$ cat src/design/ile_pkg.sv
// Shared types and constants for the indexed list engine.
// Depends on nothing; every other design file refers to it by scoped names.
package ile_pkg;

    localparam int FUNC_W      = 4;
    localparam int POS_W       = 6;
    localparam int VAL_W       = 32;
    localparam int STAT_W      = 2;
    localparam int LEN_W       = 6;
    localparam int MAX_RESULTS = 32;

    // Input word layout, lowest bit first: func, position, value, zero pad.
    localparam int FUNC_LSB    = 0;
    localparam int POS_LSB     = FUNC_LSB + FUNC_W;
    localparam int VAL_LSB     = POS_LSB + POS_W;
    localparam int S_PAYLOAD_W = VAL_LSB + VAL_W;
    localparam int S_TDATA_W   = ((S_PAYLOAD_W + 7) / 8) * 8;
    localparam int M_TDATA_W   = ((VAL_W + STAT_W + LEN_W + 7) / 8) * 8;

    // Request codes.
    localparam logic [FUNC_W-1:0] FN_INS_AT    = 4'd0;
    localparam logic [FUNC_W-1:0] FN_INS_END   = 4'd1;
    localparam logic [FUNC_W-1:0] FN_INS_FRONT = 4'd2;
    localparam logic [FUNC_W-1:0] FN_UPDATE    = 4'd3;
    localparam logic [FUNC_W-1:0] FN_REM_AT    = 4'd4;
    localparam logic [FUNC_W-1:0] FN_REM_FRONT = 4'd5;
    localparam logic [FUNC_W-1:0] FN_REM_END   = 4'd6;
    localparam logic [FUNC_W-1:0] FN_REVERSE   = 4'd7;
    localparam logic [FUNC_W-1:0] FN_DUMP      = 4'd8;

    // Result status codes.
    localparam logic [STAT_W-1:0] STAT_OK        = 2'd0;
    localparam logic [STAT_W-1:0] STAT_BAD_INDEX = 2'd1;
    localparam logic [STAT_W-1:0] STAT_EMPTY     = 2'd2;
    localparam logic [STAT_W-1:0] STAT_FULL      = 2'd3;

    typedef enum logic [3:0] {
        S_IDLE,
        S_INS_SHIFT,
        S_INS_PUT,
        S_REM_READ,
        S_REM_GOT,
        S_REM_SHIFT,
        S_REV_RD_J,
        S_REV_WR_I,
        S_REV_WR_J,
        S_DUMP,
        S_FINISH
    } state_t;

    // Result word layout, lowest bit first: value_res, status, length.
    typedef struct packed {
        logic        [LEN_W-1:0]  length;
        logic        [STAT_W-1:0] status;
        logic signed [VAL_W-1:0]  value_res;
    } result_t;

endpackage

$ cat src/design/ile_store.sv
// Element store of the indexed list engine: one write port, one read port,
// read data registered. Depends on ile_pkg for the element width.
module ile_store #(
    parameter int DEPTH = 32,
    parameter int AW    = 5
) (
    input  logic                       aclk,
    input  logic                       we,
    input  logic [AW-1:0]              waddr,
    input  logic [ile_pkg::VAL_W-1:0]  wdata,
    input  logic                       re,
    input  logic [AW-1:0]              raddr,
    output logic [ile_pkg::VAL_W-1:0]  rdata
);

    logic [ile_pkg::VAL_W-1:0] mem [DEPTH];
    logic [ile_pkg::VAL_W-1:0] rdata_reg;

    always_ff @(posedge aclk) begin
        if (we) begin
            mem[waddr] <= wdata;
        end
        if (re) begin
            rdata_reg <= mem[raddr];
        end
    end

    assign rdata = rdata_reg;

endmodule

$ cat src/design/indexed_list_engine.sv
// Top level of the indexed list engine: request sequencer, list length and
// result register. Depends on ile_pkg and ile_store.
//
// The block keeps an ordered list of up to CAPACITY signed 32-bit elements
// in a single-port-read, single-port-write memory. One request word enters
// on the s_ channel (func, position, value); results leave on the m_ channel
// as words carrying value_res, status and length, with m_tlast on the final
// word of a request. Every request gives one result word, except a dump of a
// non-empty list, which gives one word per element (at most 32) in order.
//
// Requests are handled one at a time. An insert or remove moves the elements
// between its position and the tail one by one, and a dump gives one word
// per cycle while the receiver takes them, after the first has been read.
// The memory allows one read and one write per cycle; the new element of an
// insert is written after the last moved one, and each swap of a reversal
// reads the low element, reads the high one, then writes both back.
// A new request is accepted as soon as the previous one has handed its last
// result word to the output register, even while that word still waits.
// If the receiver stalls, the result register holds its word and the
// sequencer waits; a dump resumes reading the store once the word is taken.
// Reset (aresetn low, synchronous) empties the list and clears both
// channels; the store contents are left as they are and are never read
// before being written again.
module indexed_list_engine #(
    parameter int CAPACITY = 32
) (
    input  logic                           aclk,
    input  logic                           aresetn,
    // s_tdata, lowest bit first: func[3:0], position[9:4], value[41:10],
    // zero pad[47:42].
    input  logic                           s_tvalid,
    output logic                           s_tready,
    input  logic [ile_pkg::S_TDATA_W-1:0]  s_tdata,
    // m_tdata, lowest bit first: value_res[31:0], status[33:32],
    // length[39:34].
    output logic                           m_tvalid,
    input  logic                           m_tready,
    output logic [ile_pkg::M_TDATA_W-1:0]  m_tdata,
    output logic                           m_tlast
);

    localparam int AW     = (CAPACITY > 1) ? $clog2(CAPACITY) : 1;
    localparam int CW     = $clog2(CAPACITY + 1);
    localparam int XW     = (CW > ile_pkg::POS_W) ? CW : ile_pkg::POS_W;
    localparam int DUMP_N = (CAPACITY < ile_pkg::MAX_RESULTS) ? CAPACITY
                                                              : ile_pkg::MAX_RESULTS;

    // Request fields.
    logic [ile_pkg::FUNC_W-1:0]       s_func;
    logic [ile_pkg::POS_W-1:0]        s_position;
    logic signed [ile_pkg::VAL_W-1:0] s_value;

    assign s_func     = s_tdata[ile_pkg::FUNC_LSB +: ile_pkg::FUNC_W];
    assign s_position = s_tdata[ile_pkg::POS_LSB +: ile_pkg::POS_W];
    assign s_value    = s_tdata[ile_pkg::VAL_LSB +: ile_pkg::VAL_W];

    // Control and payload registers.
    ile_pkg::state_t                 state_reg, state_next;
    logic [CW-1:0]                   count_reg, count_next;
    logic [CW-1:0]                   ptr_reg, ptr_next;
    logic [CW-1:0]                   op_pos_reg, op_pos_next;
    logic [AW-1:0]                   hi_reg, hi_next;
    logic [ile_pkg::VAL_W-1:0]       value_reg, value_next;
    logic [ile_pkg::VAL_W-1:0]       got_reg, got_next;
    logic [ile_pkg::VAL_W-1:0]       hold_reg, hold_next;
    logic [ile_pkg::STAT_W-1:0]      status_reg, status_next;
    logic                            wb_valid_reg, wb_valid_next;
    logic [AW-1:0]                   wb_addr_reg, wb_addr_next;
    logic                            m_valid_reg, m_valid_next;
    ile_pkg::result_t                m_res_reg, m_res_next;
    logic                            m_last_reg, m_last_next;

    // Store ports.
    logic                            mem_we;
    logic [AW-1:0]                   mem_waddr;
    logic [ile_pkg::VAL_W-1:0]       mem_wdata;
    logic                            mem_re;
    logic [AW-1:0]                   mem_raddr;
    logic [ile_pkg::VAL_W-1:0]       mem_rdata;
    logic                            dir_we;
    logic [AW-1:0]                   dir_waddr;
    logic [ile_pkg::VAL_W-1:0]       dir_wdata;

    // Decode helpers.
    logic                            accept;
    logic                            out_free;
    logic                            push;
    ile_pkg::result_t                push_res;
    logic                            push_last;
    logic [XW-1:0]                   cnt_x;
    logic [XW-1:0]                   pos_x;
    logic [XW-1:0]                   op_pos_x;
    logic                            is_full;
    logic                            is_empty;
    logic                            ins_bad;
    logic                            idx_bad;
    logic                            rev_more;
    logic                            dump_last;
    logic                            rem_more;

    assign s_tready = (state_reg == ile_pkg::S_IDLE);
    assign accept   = s_tvalid && s_tready;
    assign out_free = !m_valid_reg || m_tready;

    assign cnt_x    = XW'(count_reg);
    assign pos_x    = XW'(s_position);
    assign is_full  = (count_reg == CW'(CAPACITY));
    assign is_empty = (count_reg == '0);

    always_comb begin
        case (s_func)
            ile_pkg::FN_INS_AT, ile_pkg::FN_UPDATE, ile_pkg::FN_REM_AT: begin
                op_pos_x = pos_x;
            end
            ile_pkg::FN_INS_END: begin
                op_pos_x = cnt_x;
            end
            ile_pkg::FN_REM_END: begin
                op_pos_x = cnt_x - XW'(1);
            end
            default: begin
                op_pos_x = '0;
            end
        endcase
    end

    assign ins_bad   = (op_pos_x > cnt_x);
    assign idx_bad   = (op_pos_x >= cnt_x);
    assign rev_more  = ((ptr_reg + CW'(1)) < (CW'(hi_reg) - CW'(1)));
    assign dump_last = (ptr_reg == count_reg) || (ptr_reg == CW'(DUMP_N));
    assign rem_more  = (ptr_reg < count_reg);

    // Next state.
    always_comb begin
        state_next = state_reg;
        case (state_reg)
            ile_pkg::S_IDLE: begin
                if (accept) begin
                    case (s_func)
                        ile_pkg::FN_INS_AT, ile_pkg::FN_INS_END,
                        ile_pkg::FN_INS_FRONT: begin
                            if (is_full || ins_bad) begin
                                state_next = ile_pkg::S_FINISH;
                            end else if (op_pos_x == cnt_x) begin
                                state_next = ile_pkg::S_INS_PUT;
                            end else begin
                                state_next = ile_pkg::S_INS_SHIFT;
                            end
                        end
                        ile_pkg::FN_REM_AT, ile_pkg::FN_REM_FRONT,
                        ile_pkg::FN_REM_END: begin
                            if (is_empty || idx_bad) begin
                                state_next = ile_pkg::S_FINISH;
                            end else begin
                                state_next = ile_pkg::S_REM_READ;
                            end
                        end
                        ile_pkg::FN_REVERSE: begin
                            if (count_reg > CW'(1)) begin
                                state_next = ile_pkg::S_REV_RD_J;
                            end else begin
                                state_next = ile_pkg::S_FINISH;
                            end
                        end
                        ile_pkg::FN_DUMP: begin
                            if (is_empty) begin
                                state_next = ile_pkg::S_FINISH;
                            end else begin
                                state_next = ile_pkg::S_DUMP;
                            end
                        end
                        default: begin
                            state_next = ile_pkg::S_FINISH;
                        end
                    endcase
                end
            end
            ile_pkg::S_INS_SHIFT: begin
                if (ptr_reg == op_pos_reg) begin
                    state_next = ile_pkg::S_INS_PUT;
                end
            end
            ile_pkg::S_INS_PUT: begin
                if (!wb_valid_reg) begin
                    state_next = ile_pkg::S_FINISH;
                end
            end
            ile_pkg::S_REM_READ: begin
                state_next = ile_pkg::S_REM_GOT;
            end
            ile_pkg::S_REM_GOT, ile_pkg::S_REM_SHIFT: begin
                if (rem_more) begin
                    state_next = ile_pkg::S_REM_SHIFT;
                end else begin
                    state_next = ile_pkg::S_FINISH;
                end
            end
            ile_pkg::S_REV_RD_J: begin
                state_next = ile_pkg::S_REV_WR_I;
            end
            ile_pkg::S_REV_WR_I: begin
                state_next = ile_pkg::S_REV_WR_J;
            end
            ile_pkg::S_REV_WR_J: begin
                if (rev_more) begin
                    state_next = ile_pkg::S_REV_RD_J;
                end else begin
                    state_next = ile_pkg::S_FINISH;
                end
            end
            ile_pkg::S_DUMP: begin
                if (out_free && dump_last) begin
                    state_next = ile_pkg::S_IDLE;
                end
            end
            ile_pkg::S_FINISH: begin
                if (out_free) begin
                    state_next = ile_pkg::S_IDLE;
                end
            end
            default: begin
                state_next = ile_pkg::S_IDLE;
            end
        endcase
    end

    // Datapath, store accesses and result pushes.
    always_comb begin
        count_next    = count_reg;
        ptr_next      = ptr_reg;
        op_pos_next   = op_pos_reg;
        hi_next       = hi_reg;
        value_next    = value_reg;
        got_next      = got_reg;
        hold_next     = hold_reg;
        status_next   = status_reg;
        wb_valid_next = 1'b0;
        wb_addr_next  = wb_addr_reg;
        mem_re        = 1'b0;
        mem_raddr     = AW'(ptr_reg);
        dir_we        = 1'b0;
        dir_waddr     = AW'(op_pos_reg);
        dir_wdata     = value_reg;
        push          = 1'b0;
        push_last     = 1'b1;
        push_res      = '{length: ile_pkg::LEN_W'(count_reg), status: status_reg,
                          value_res: got_reg};

        case (state_reg)
            ile_pkg::S_IDLE: begin
                if (accept) begin
                    value_next  = s_value;
                    got_next    = '0;
                    status_next = ile_pkg::STAT_OK;
                    op_pos_next = CW'(op_pos_x);
                    case (s_func)
                        ile_pkg::FN_INS_AT, ile_pkg::FN_INS_END,
                        ile_pkg::FN_INS_FRONT: begin
                            if (is_full) begin
                                status_next = ile_pkg::STAT_FULL;
                            end else if (ins_bad) begin
                                status_next = ile_pkg::STAT_BAD_INDEX;
                            end
                            ptr_next = count_reg - CW'(1);
                        end
                        ile_pkg::FN_UPDATE: begin
                            if (is_empty) begin
                                status_next = ile_pkg::STAT_EMPTY;
                            end else if (idx_bad) begin
                                status_next = ile_pkg::STAT_BAD_INDEX;
                            end else begin
                                dir_we    = 1'b1;
                                dir_waddr = AW'(op_pos_x);
                                dir_wdata = s_value;
                            end
                        end
                        ile_pkg::FN_REM_AT, ile_pkg::FN_REM_FRONT,
                        ile_pkg::FN_REM_END: begin
                            if (is_empty) begin
                                status_next = ile_pkg::STAT_EMPTY;
                            end else if (idx_bad) begin
                                status_next = ile_pkg::STAT_BAD_INDEX;
                            end
                            ptr_next = CW'(op_pos_x);
                        end
                        ile_pkg::FN_REVERSE: begin
                            // Low index starts at zero, high index at the tail.
                            mem_re    = (count_reg > CW'(1));
                            mem_raddr = '0;
                            ptr_next  = '0;
                            hi_next   = AW'(count_reg - CW'(1));
                        end
                        ile_pkg::FN_DUMP: begin
                            if (is_empty) begin
                                status_next = ile_pkg::STAT_EMPTY;
                            end else begin
                                mem_re    = 1'b1;
                                mem_raddr = '0;
                                ptr_next  = CW'(1);
                            end
                        end
                        default: begin
                        end
                    endcase
                end
            end
            ile_pkg::S_INS_SHIFT: begin
                // Move the tail up by one, highest element first; each read
                // is written one entry higher in the following cycle.
                mem_re        = 1'b1;
                wb_valid_next = 1'b1;
                wb_addr_next  = AW'(ptr_reg + CW'(1));
                if (ptr_reg != op_pos_reg) begin
                    ptr_next = ptr_reg - CW'(1);
                end
            end
            ile_pkg::S_INS_PUT: begin
                // The final shift write goes first, then the new element.
                if (!wb_valid_reg) begin
                    dir_we     = 1'b1;
                    count_next = count_reg + CW'(1);
                end
            end
            ile_pkg::S_REM_READ: begin
                mem_re   = 1'b1;
                ptr_next = ptr_reg + CW'(1);
            end
            ile_pkg::S_REM_GOT, ile_pkg::S_REM_SHIFT: begin
                if (state_reg == ile_pkg::S_REM_GOT) begin
                    got_next = mem_rdata;
                end
                if (rem_more) begin
                    mem_re        = 1'b1;
                    wb_valid_next = 1'b1;
                    wb_addr_next  = AW'(ptr_reg - CW'(1));
                    ptr_next      = ptr_reg + CW'(1);
                end else begin
                    count_next = count_reg - CW'(1);
                end
            end
            ile_pkg::S_REV_RD_J: begin
                mem_re    = 1'b1;
                mem_raddr = hi_reg;
                hold_next = mem_rdata;
            end
            ile_pkg::S_REV_WR_I: begin
                dir_we    = 1'b1;
                dir_waddr = AW'(ptr_reg);
                dir_wdata = mem_rdata;
            end
            ile_pkg::S_REV_WR_J: begin
                dir_we    = 1'b1;
                dir_waddr = hi_reg;
                dir_wdata = hold_reg;
                ptr_next  = ptr_reg + CW'(1);
                hi_next   = hi_reg - AW'(1);
                if (rev_more) begin
                    mem_re    = 1'b1;
                    mem_raddr = AW'(ptr_reg + CW'(1));
                end
            end
            ile_pkg::S_DUMP: begin
                push_res  = '{length: ile_pkg::LEN_W'(count_reg),
                              status: ile_pkg::STAT_OK, value_res: mem_rdata};
                push_last = dump_last;
                if (out_free) begin
                    push = 1'b1;
                    if (!dump_last) begin
                        mem_re   = 1'b1;
                        ptr_next = ptr_reg + CW'(1);
                    end
                end
            end
            ile_pkg::S_FINISH: begin
                push = out_free;
            end
            default: begin
            end
        endcase
    end

    // Shift write-backs and direct writes never fall in the same cycle.
    assign mem_we    = wb_valid_reg || dir_we;
    assign mem_waddr = wb_valid_reg ? wb_addr_reg : dir_waddr;
    assign mem_wdata = wb_valid_reg ? mem_rdata : dir_wdata;

    // Result register.
    always_comb begin
        m_valid_next = m_valid_reg && !m_tready;
        m_res_next   = m_res_reg;
        m_last_next  = m_last_reg;
        if (push) begin
            m_valid_next = 1'b1;
            m_res_next   = push_res;
            m_last_next  = push_last;
        end
    end

    always_ff @(posedge aclk) begin
        if (!aresetn) begin
            state_reg    <= ile_pkg::S_IDLE;
            count_reg    <= '0;
            wb_valid_reg <= 1'b0;
            m_valid_reg  <= 1'b0;
        end else begin
            state_reg    <= state_next;
            count_reg    <= count_next;
            wb_valid_reg <= wb_valid_next;
            m_valid_reg  <= m_valid_next;
        end
    end

    always_ff @(posedge aclk) begin
        ptr_reg     <= ptr_next;
        op_pos_reg  <= op_pos_next;
        hi_reg      <= hi_next;
        value_reg   <= value_next;
        got_reg     <= got_next;
        hold_reg    <= hold_next;
        status_reg  <= status_next;
        wb_addr_reg <= wb_addr_next;
        m_res_reg   <= m_res_next;
        m_last_reg  <= m_last_next;
    end

    ile_store #(
        .DEPTH (CAPACITY),
        .AW    (AW)
    ) u_store (
        .aclk  (aclk),
        .we    (mem_we),
        .waddr (mem_waddr),
        .wdata (mem_wdata),
        .re    (mem_re),
        .raddr (mem_raddr),
        .rdata (mem_rdata)
    );

    assign m_tvalid = m_valid_reg;
    assign m_tdata  = ile_pkg::M_TDATA_W'(m_res_reg);
    assign m_tlast  = m_last_reg;

endmodule

$ cat config.mk
export PLATFORM = sky130hd
export DESIGN_NAME = indexed_list_engine
export DESIGN_NICKNAME = d
export VERILOG_FILES = /design/src/design/ile_pkg.sv /design/src/design/ile_store.sv /design/src/design/indexed_list_engine.sv
export SDC_FILE = /design/constraint.sdc
export NUM_CORES = 2
export LEC_CHECK = 0
export ABC_AREA = 1
export BUFFER_PORTS_ARGS = -buffer_cell sky130_fd_sc_hd__buf_2
export CORE_MARGIN = 10
export CORE_UTILIZATION = 25
export CTS_CLUSTER_DIAMETER = 150
export DETAILED_ROUTE_END_ITERATION = 8
export SYNTH_ARGS = -nofsm -noshare
export SYNTH_HDL_FRONTEND = slang
export SYNTH_SLANG_ARGS = --single-unit
$ cat constraint.sdc
create_clock -name aclk -period 13.3 [get_ports aclk]
set_input_delay 0.665 -clock aclk [delete_from_list [all_inputs] [get_ports aclk]]
set_output_delay 0.665 -clock aclk [all_outputs]
set_load 0.005 [all_outputs]
# [After elaboration in Yosys (flattened, before gate mapping)]
# Memories as Yosys holds them, arrays and structs flattened. A register that Yosys moved wholly into a read port is not among the register bits.
# Cells that the tools add are included.
[classes] add_sub_neg=6 multipliers=0 div_mod_pow=0 magnitude_cmp=5 eq_ne=38 n_shift=0 n_mux=78 bitwise=0 n_reduce_logical=33
[op_table] op="$mux 32" n=8
[op_table] op="$pmux 32 s3" n=1
[op_table] op="$pmux 32 s2" n=1
[op_table] op="$mux 5" n=11
[op_table] op="$mux 6" n=8
[op_table] op="$mux 4" n=10
[op_table] op="$pmux 4 s10" n=1
[op_table] op="$eq 4x3->1 const B" n=8
[op_table] op="$pmux 5 s2" n=3
[op_table] op="$pmux 5 s3" n=2
[op_table] op="$pmux 6 s5" n=1
[op_table] op="$pmux 6 s4" n=1
[op_table] op="$ne 2x2->1 const B" n=10
[op_table] op="$eq 6x6->1" n=3
[op_table] op="$pmux 6 s3" n=1
[op_table] op="$mux 1" n=17
[op_table] op="$eq 4x2->1 const B" n=4
[op_table] op="$eq 4x4->1 const B" n=4
[op_table] op="$pmux 4 s4" n=1
[op_table] op="$add 6x1->6 const B" n=2
[op_table] op="$eq 6x6->1 const B" n=2
[op_table] op="$lt 6x6->1" n=2
[op_table] op="$pmux 6 s2" n=1
[op_table] op="$reduce_or 3->1" n=4
[op_table] op="other kinds (29)" n=54
[totals] ff_bits=173 latch_bits=0 ramBits=1024 romBits=0 in_bits=52 output_inout_bits=43 word_cells=177 mem_count=1
[mem_list] memory="u_store.mem" words=32 word_bits=32 rd=1 rd_ports_with_merged_regs=1 write_ports=1 line="ile_store.sv:16" rtl="logic [ile_pkg::VAL_W-1:0] mem [DEPTH];"

# [Logic depth before layout (Yosys ltp)]
[logic_depth] depth_word=12 ltp_mapped=26 mapped_depth_nobuf=23

# [Hierarchy]
# Synthesis repeated with hierarchy kept, for this count alone.
[hier_totals] hier_cells=4759 area_unflattened_um2=52893.2
[by_module_without_submodules] mod="ile_store" instances=1 cells_each=3536 area_per_inst_um2=42726.0 seq_area_each_um2=31710.4
[by_module_without_submodules] mod="indexed_list_engine" instances=1 cells_each=1223 area_per_inst_um2=10167.3 seq_area_each_um2=5074.9

# [Least setup slack after synthesis]
# OpenSTA, ideal clock, no wires.
[synth_path] path_kind="flip-flop to flip-flop" start="reg count_reg[0], in the netlist cnt_x[0]" end="mem u_store.mem[17][0] in the netlist's numbering, enable pin" setup_ns=0.421 t_arrival_ns=4.269 t_required_ns=12.879 slack_ns=8.610 stages_incl_launch_ff=24 path_buffers=2 period_less_slack_ns=4.690 cell_sequence="dfxtp_1 -> inv_1 -> buf_4 -> ha_1 -> xnor2_1 -> inv_1 -> nand2_1 -> o21ai_0 -> a21oi_1 -> inv_1 -> ha_1 -> nand2_1 -> nor2_2 -> nand3_1 -> nor2_1 -> nor2_2 -> nand4_2 -> buf_6 -> nand2_1 -> nand3_1 -> nand2_2 -> a21boi_4 -> nand3_2 -> nor2_1"
[synth_between] elab_chain_cells=11 elab_cells_between_ends=18 cone_classes="1 x add/sub; 1 x order compare; 14 x mux; 2 x reduce/logical"
[synth_rtl] item="start, declared" line="indexed_list_engine.sv:59" rtl="logic [CW-1:0] count_reg, count_next;"
[synth_rtl] item="start signal, assigned" line="indexed_list_engine.sv:407" rtl="count_reg <= count_next;"
[synth_rtl] item="$sub 6x1->6 *" line="indexed_list_engine.sv:119" rtl="op_pos_x = cnt_x - XW'(1);"
[synth_rtl] item="$pmux 6 s3 *" line="indexed_list_engine.sv:111" rtl="case (s_func)"
[synth_rtl] item="named net op_pos_x[2]" line="indexed_list_engine.sv:92" rtl="logic [XW-1:0] op_pos_x;"
[synth_rtl] item="$ge 6x6->1" line="indexed_list_engine.sv:128" rtl="assign idx_bad = (op_pos_x >= cnt_x);"
[synth_rtl] item="$mux 1" line="indexed_list_engine.sv:269" rtl="end else if (idx_bad) begin"
[synth_rtl] item="$mux 1" line="indexed_list_engine.sv:267" rtl="if (is_empty) begin"
[synth_rtl] item="$mux 1" line="indexed_list_engine.sv:256" rtl="case (s_func)"
[synth_rtl] item="$mux 1" line="indexed_list_engine.sv:251" rtl="if (accept) begin"
[synth_rtl] item="$pmux 1 s3" line="indexed_list_engine.sv:249" rtl="case (state_reg)"
[synth_rtl] item="$logic_or 1x1->1" line="indexed_list_engine.sv:383" rtl="assign mem_we = wb_valid_reg || dir_we;"
[synth_rtl] item="$mux 1" line="ile_store.sv:20" rtl="if (we) begin"
[synth_rtl] item="$mux 1 (implied by the code)" line="ile_store.sv:21" rtl="mem[waddr] <= wdata;"
[synth_rtl] item="end, declared" line="ile_store.sv:16"
# Mark *: on every way through the listed nets, which the timed path passes. The rest lies on a longest branch.

# [Final worst setup path]
[layout_path] start="reg ptr_reg[0]" end="reg u_store.rdata_reg (netlist bit u_store.rdata[23]), read port of u_store.mem, data pin"
[layout_between] elab_chain_cells=5 elab_cells_between_ends=16 cone_classes="1 x add/sub; 2 x order compare; 2 x eq/ne; 10 x mux; 1 x reduce/logical"
[layout_rtl] item="start, declared" line="indexed_list_engine.sv:60" rtl="logic [CW-1:0] ptr_reg, ptr_next;"
[layout_rtl] item="start signal, assigned" line="indexed_list_engine.sv:414" rtl="ptr_reg <= ptr_next;"
[layout_rtl] item="parallel branches: the longest is 5 deep, another holds $add 6x1->6"
[layout_rtl] item="end, declared" line="ile_store.sv:17" rtl="logic [ile_pkg::VAL_W-1:0] rdata_reg;"
# Several ways; the timed one is not identified.
# A chain may end at the register's enable or synchronous reset.

==> impl_metrics.xml <==
<?xml version="1.0" encoding="UTF-8"?>
<metrics>
  <group name="run_status">
    <metric name="status" unit="">completed</metric>
  </group>
  <group name="cells_and_area">
    <metric name="mostFrequentLayoutCell" unit="">sky130_fd_sc_hd__nand2_1</metric>
    <metric name="layout-area-overhead-vs-synth" unit="%">14.5</metric>
    <metric name="num-fill-cells" unit="">21500</metric>
    <metric name="finish.cell_count_without_fillers" unit="">7728</metric>
    <metric name="mostFrequentLayoutCells" unit="">1,586 x sky130_fd_sc_hd__nand2_1, 1,217 x sky130_fd_sc_hd__edfxtp_1, 428 x sky130_fd_sc_hd__nand3_1, 401 x sky130_fd_sc_hd__inv_1, 229 x sky130_fd_sc_hd__o211ai_1</metric>
    <metric name="finish.net_count" unit="">4885</metric>
    <metric name="layout-drive-gt1-share" unit="%">10.1</metric>
    <metric name="largest_register_ffs" unit="">1024</metric>
    <metric name="top_register" unit="">u_store.mem</metric>
  </group>
  <group name="clock_network">
    <metric name="cts_htree_levels" unit="">3</metric>
    <metric name="clk_pin_slew" unit="ns">0.06</metric>
    <metric name="max-clock-path-buffers" unit="">3</metric>
    <metric name="clk-insertion-delay-late" unit="ns">0.73</metric>
    <metric name="cts_tree" unit="">built</metric>
    <metric name="number_of_buffers_added_by_the_clock_tree_synthesis_step" unit="">121</metric>
    <metric name="hold_buffer_count_at_cts" unit="">0</metric>
    <metric name="cts_resized" unit="">0</metric>
    <metric name="post_cts_buffers" unit="">0</metric>
    <metric name="cts.sinks" unit="">1229</metric>
    <metric name="buffer_cell_driving_the_clock_tree_root" unit="">sky130_fd_sc_hd__clkbuf_16</metric>
  </group>
  <group name="floorplanning">
    <metric name="design.die.area" unit="um2">231000</metric>
    <metric name="ioPinCount" unit="">95</metric>
    <metric name="standard_cell_rows" unit="">169</metric>
    <metric name="dieHeight" unit="um">481</metric>
    <metric name="placeableCoreArea" unit="um2">212000</metric>
    <metric name="die_w" unit="um">481</metric>
    <metric name="initial_utilization" unit="%">25.1</metric>
  </group>
  <group name="drt">
    <metric name="detailroute.via_count" unit="">34600</metric>
    <metric name="avgRoutedWirePerCell" unit="um">17.2</metric>
    <metric name="drc_errors" unit="">0</metric>
    <metric name="drt_first_iter_violations" unit="">3006</metric>
    <metric name="detailedRoute.firstPassIterationCount" unit="">5</metric>
    <metric name="routed_via_density" unit="">4.48</metric>
    <metric name="drt.antenna.violating_nets" unit="">0</metric>
    <metric name="wirelength" unit="um">133000</metric>
  </group>
  <group name="critical_path">
    <metric name="reg2reg_depth" unit="">21</metric>
    <metric name="r2r_start" unit="">ptr_reg[0]$_DFFE_PP_</metric>
    <metric name="critPathLaunchType" unit="">flop</metric>
    <metric name="cp_max_fanout" unit="">106</metric>
    <metric name="kind_of_end_point_of_the_critical_path" unit="">flop</metric>
    <metric name="critical_path_required" unit="ns">13.86</metric>
    <metric name="worst_path_class_setup" unit="">reg -&gt; reg</metric>
    <metric name="crit_path_start" unit="">ptr_reg[0]$_DFFE_PP_</metric>
    <metric name="arrival" unit="ns">7.28</metric>
  </group>
  <group name="sta">
    <metric name="final_layout_worst_hold_slack" unit="ns">0.130</metric>
    <metric name="worst_case_headroom_to_the_max_slew_limit" unit="%">13.0</metric>
    <metric name="worst-slew-pin-transition" unit="ns">1.31</metric>
    <metric name="fin_setup_tns" unit="ns">0</metric>
    <metric name="timing.clock.skew" unit="ns">0.0171</metric>
    <metric name="achievable_clock_frequency" unit="GHz">0.149</metric>
    <metric name="final_max_slew_viol_count" unit="">0</metric>
    <metric name="count_of_final_hold_check_violations" unit="">0</metric>
    <metric name="layout_min_cycle_time" unit="ns">6.71</metric>
    <metric name="timing.final.setup_violations" unit="">0</metric>
    <metric name="post-route-period-util" unit="%">50.5</metric>
    <metric name="grt_setup_unrepaired" unit="">false</metric>
  </group>
  <group name="worst_hold_path">
    <metric name="worst_hold_path_type" unit="">in -&gt; reg</metric>
    <metric name="hold_path_startpoint" unit="">s_tdata[13]</metric>
    <metric name="hold_path_depth" unit="">1</metric>
  </group>
  <group name="synthesis">
    <metric name="combined_area_of_all_synthesized_cells" unit="um2">53100</metric>
    <metric name="yosysWarningCount" unit="">0</metric>
    <metric name="postSynth.asyncResetShare" unit="%">0</metric>
    <metric name="synth.yosys.seq_area_share" unit="%">69.3</metric>
    <metric name="ys_dominant_reg_cell" unit="">sky130_fd_sc_hd__edfxtp_1</metric>
    <metric name="ys_seq_elements" unit="">1229</metric>
    <metric name="syn_inst" unit="">4776</metric>
    <metric name="synth_cell_type_count" unit="">52</metric>
    <metric name="synth_edf_count" unit="">1217</metric>
    <metric name="mappedNetlistNets" unit="">4849</metric>
    <metric name="synthesis.area_per_instance" unit="um2">11.1</metric>
  </group>
  <group name="flow_run">
    <metric name="max_cap_violations" unit="">0</metric>
  </group>
  <group name="global_routing">
    <metric name="antenna_violations_before_repair" unit="">1</metric>
    <metric name="vias_in_the_first_global_route" unit="">33400</metric>
    <metric name="global_route.overflow_total" unit="">0</metric>
    <metric name="maximum_number_of_pins_on_one_net_before_global_route_repair" unit="">113</metric>
    <metric name="grt_first_pass_wirelength" unit="um">202000</metric>
    <metric name="globalRouteTotalUtil" unit="%">11.0</metric>
  </group>
  <group name="place">
    <metric name="place_inst" unit="">7509</metric>
    <metric name="hpwl_detailed" unit="um">73700</metric>
    <metric name="place.gp.congestion" unit="">0.859</metric>
    <metric name="numPortBuffers" unit="">88</metric>
  </group>
</metrics>
area by class of cell:
type / instances / area, um2 / share of cell area, %
flip-flops and latches: 1229 / 36800 / 60.5
multi-input cells: 2858 / 13800 / 22.7
well taps: 2821 / 3530 / 5.81
clock buffers: 155 / 3220 / 5.30
inverters: 421 / 1600 / 2.63
repair buffers: 181 / 1150 / 1.89
clock inverters: 62 / 686 / 1.13
diodes: 1 / 2.50 / 0.00412
synth_stat cells, drive strengths merged (2+ instances only):
library cell / n / area [um2]
o21ai: 261 / 1310
nor2: 167 / 704
o21a: 2 / 15.0
a31oi: 3 / 18.8
a21boi: 4 / 45.1
a211oi: 3 / 22.5
nor4: 3 / 18.8
dfxtp: 12 / 240
o211ai: 230 / 1730
nand3: 442 / 2290
edfxtp: 1217 / 36500
clkbuf: 69 / 262
nand4: 8 / 56.3
o2111ai: 2 / 17.5
nand3b: 2 / 18.8
a21oi: 26 / 141
a221oi: 37 / 324
inv: 420 / 1580
o221ai: 2 / 17.5
nor3: 7 / 35.0
xnor2: 4 / 35.0
o22ai: 4 / 25.0
ha: 21 / 263
nand2: 1612 / 6130
xor2: 13 / 114
buf: 199 / 1080
metal layers:
layer	vias up	share of wire (%)	wire [um]	GRT usage, %
met5	-	0.0068	9	0
met4	2	2.3	3070	3.41
met3	223	6.9	9150	1.85
met2	1201	47	62700	18.6
met1	16600	44	57700	14.5
li1	16500	-	-	-
worst max-delay path, cell delays in order (launching register included):
cell and delay, ns:
sky130_fd_sc_hd__edfxtp_1 0.59, sky130_fd_sc_hd__inv_1 0.28, sky130_fd_sc_hd__ha_1 0.50, sky130_fd_sc_hd__ha_1 0.27, sky130_fd_sc_hd__a21boi_0 0.12, sky130_fd_sc_hd__o2111ai_1 0.19
sky130_fd_sc_hd__nand2_1 0.15, sky130_fd_sc_hd__nor2_2 0.32, sky130_fd_sc_hd__nand2_1 0.08, sky130_fd_sc_hd__nand4_1 0.18, sky130_fd_sc_hd__nand2_8 0.39, sky130_fd_sc_hd__inv_8 0.67
sky130_fd_sc_hd__buf_4 0.78, sky130_fd_sc_hd__buf_4 0.92, sky130_fd_sc_hd__nand2_1 0.12, sky130_fd_sc_hd__nand2_1 0.10, sky130_fd_sc_hd__nand2_1 0.05, sky130_fd_sc_hd__nand3_1 0.11
sky130_fd_sc_hd__nand3_1 0.11, sky130_fd_sc_hd__nand2_1 0.26, sky130_fd_sc_hd__nand2_1 0.08, sky130_fd_sc_hd__nand2_1 0.14
per-stage QoR:
stage,util [%],area [um2],worst slack [ns]
floorplan,-,53100,8.61
global placement,26.9,56900,6.67
detailed placement,26.9,56900,6.66
CTS,28.7,60800,6.64
global route,28.7,60800,6.13
finish,28.7,60800,6.59
worst paths after layout:
check	endpoint	slack [ns]
worst max register to register	u_store.rdata[23]$_DFFE_PP_	6.59
worst max-delay path	u_store.rdata[23]$_DFFE_PP_	6.59
worst min register to register	hold_reg[0]$_DFFE_PP_	0.49
worst min-delay path	value_reg[3]$_DFFE_PP_	0.13
cells by family after synthesis:
logic type      Yosys count  share of synthesized area, %
compound gates          577                          6.96
flops                  1229                          69.3
buf+inv                 689                          5.51
simple gates           2243                          17.5
fa+ha+maj                21                         0.495
xor+xnor                 17                         0.280
Power is left out: the tool's default activity adds up to more than one toggle a clock period on the data nets, which glitch-free logic cannot reach.
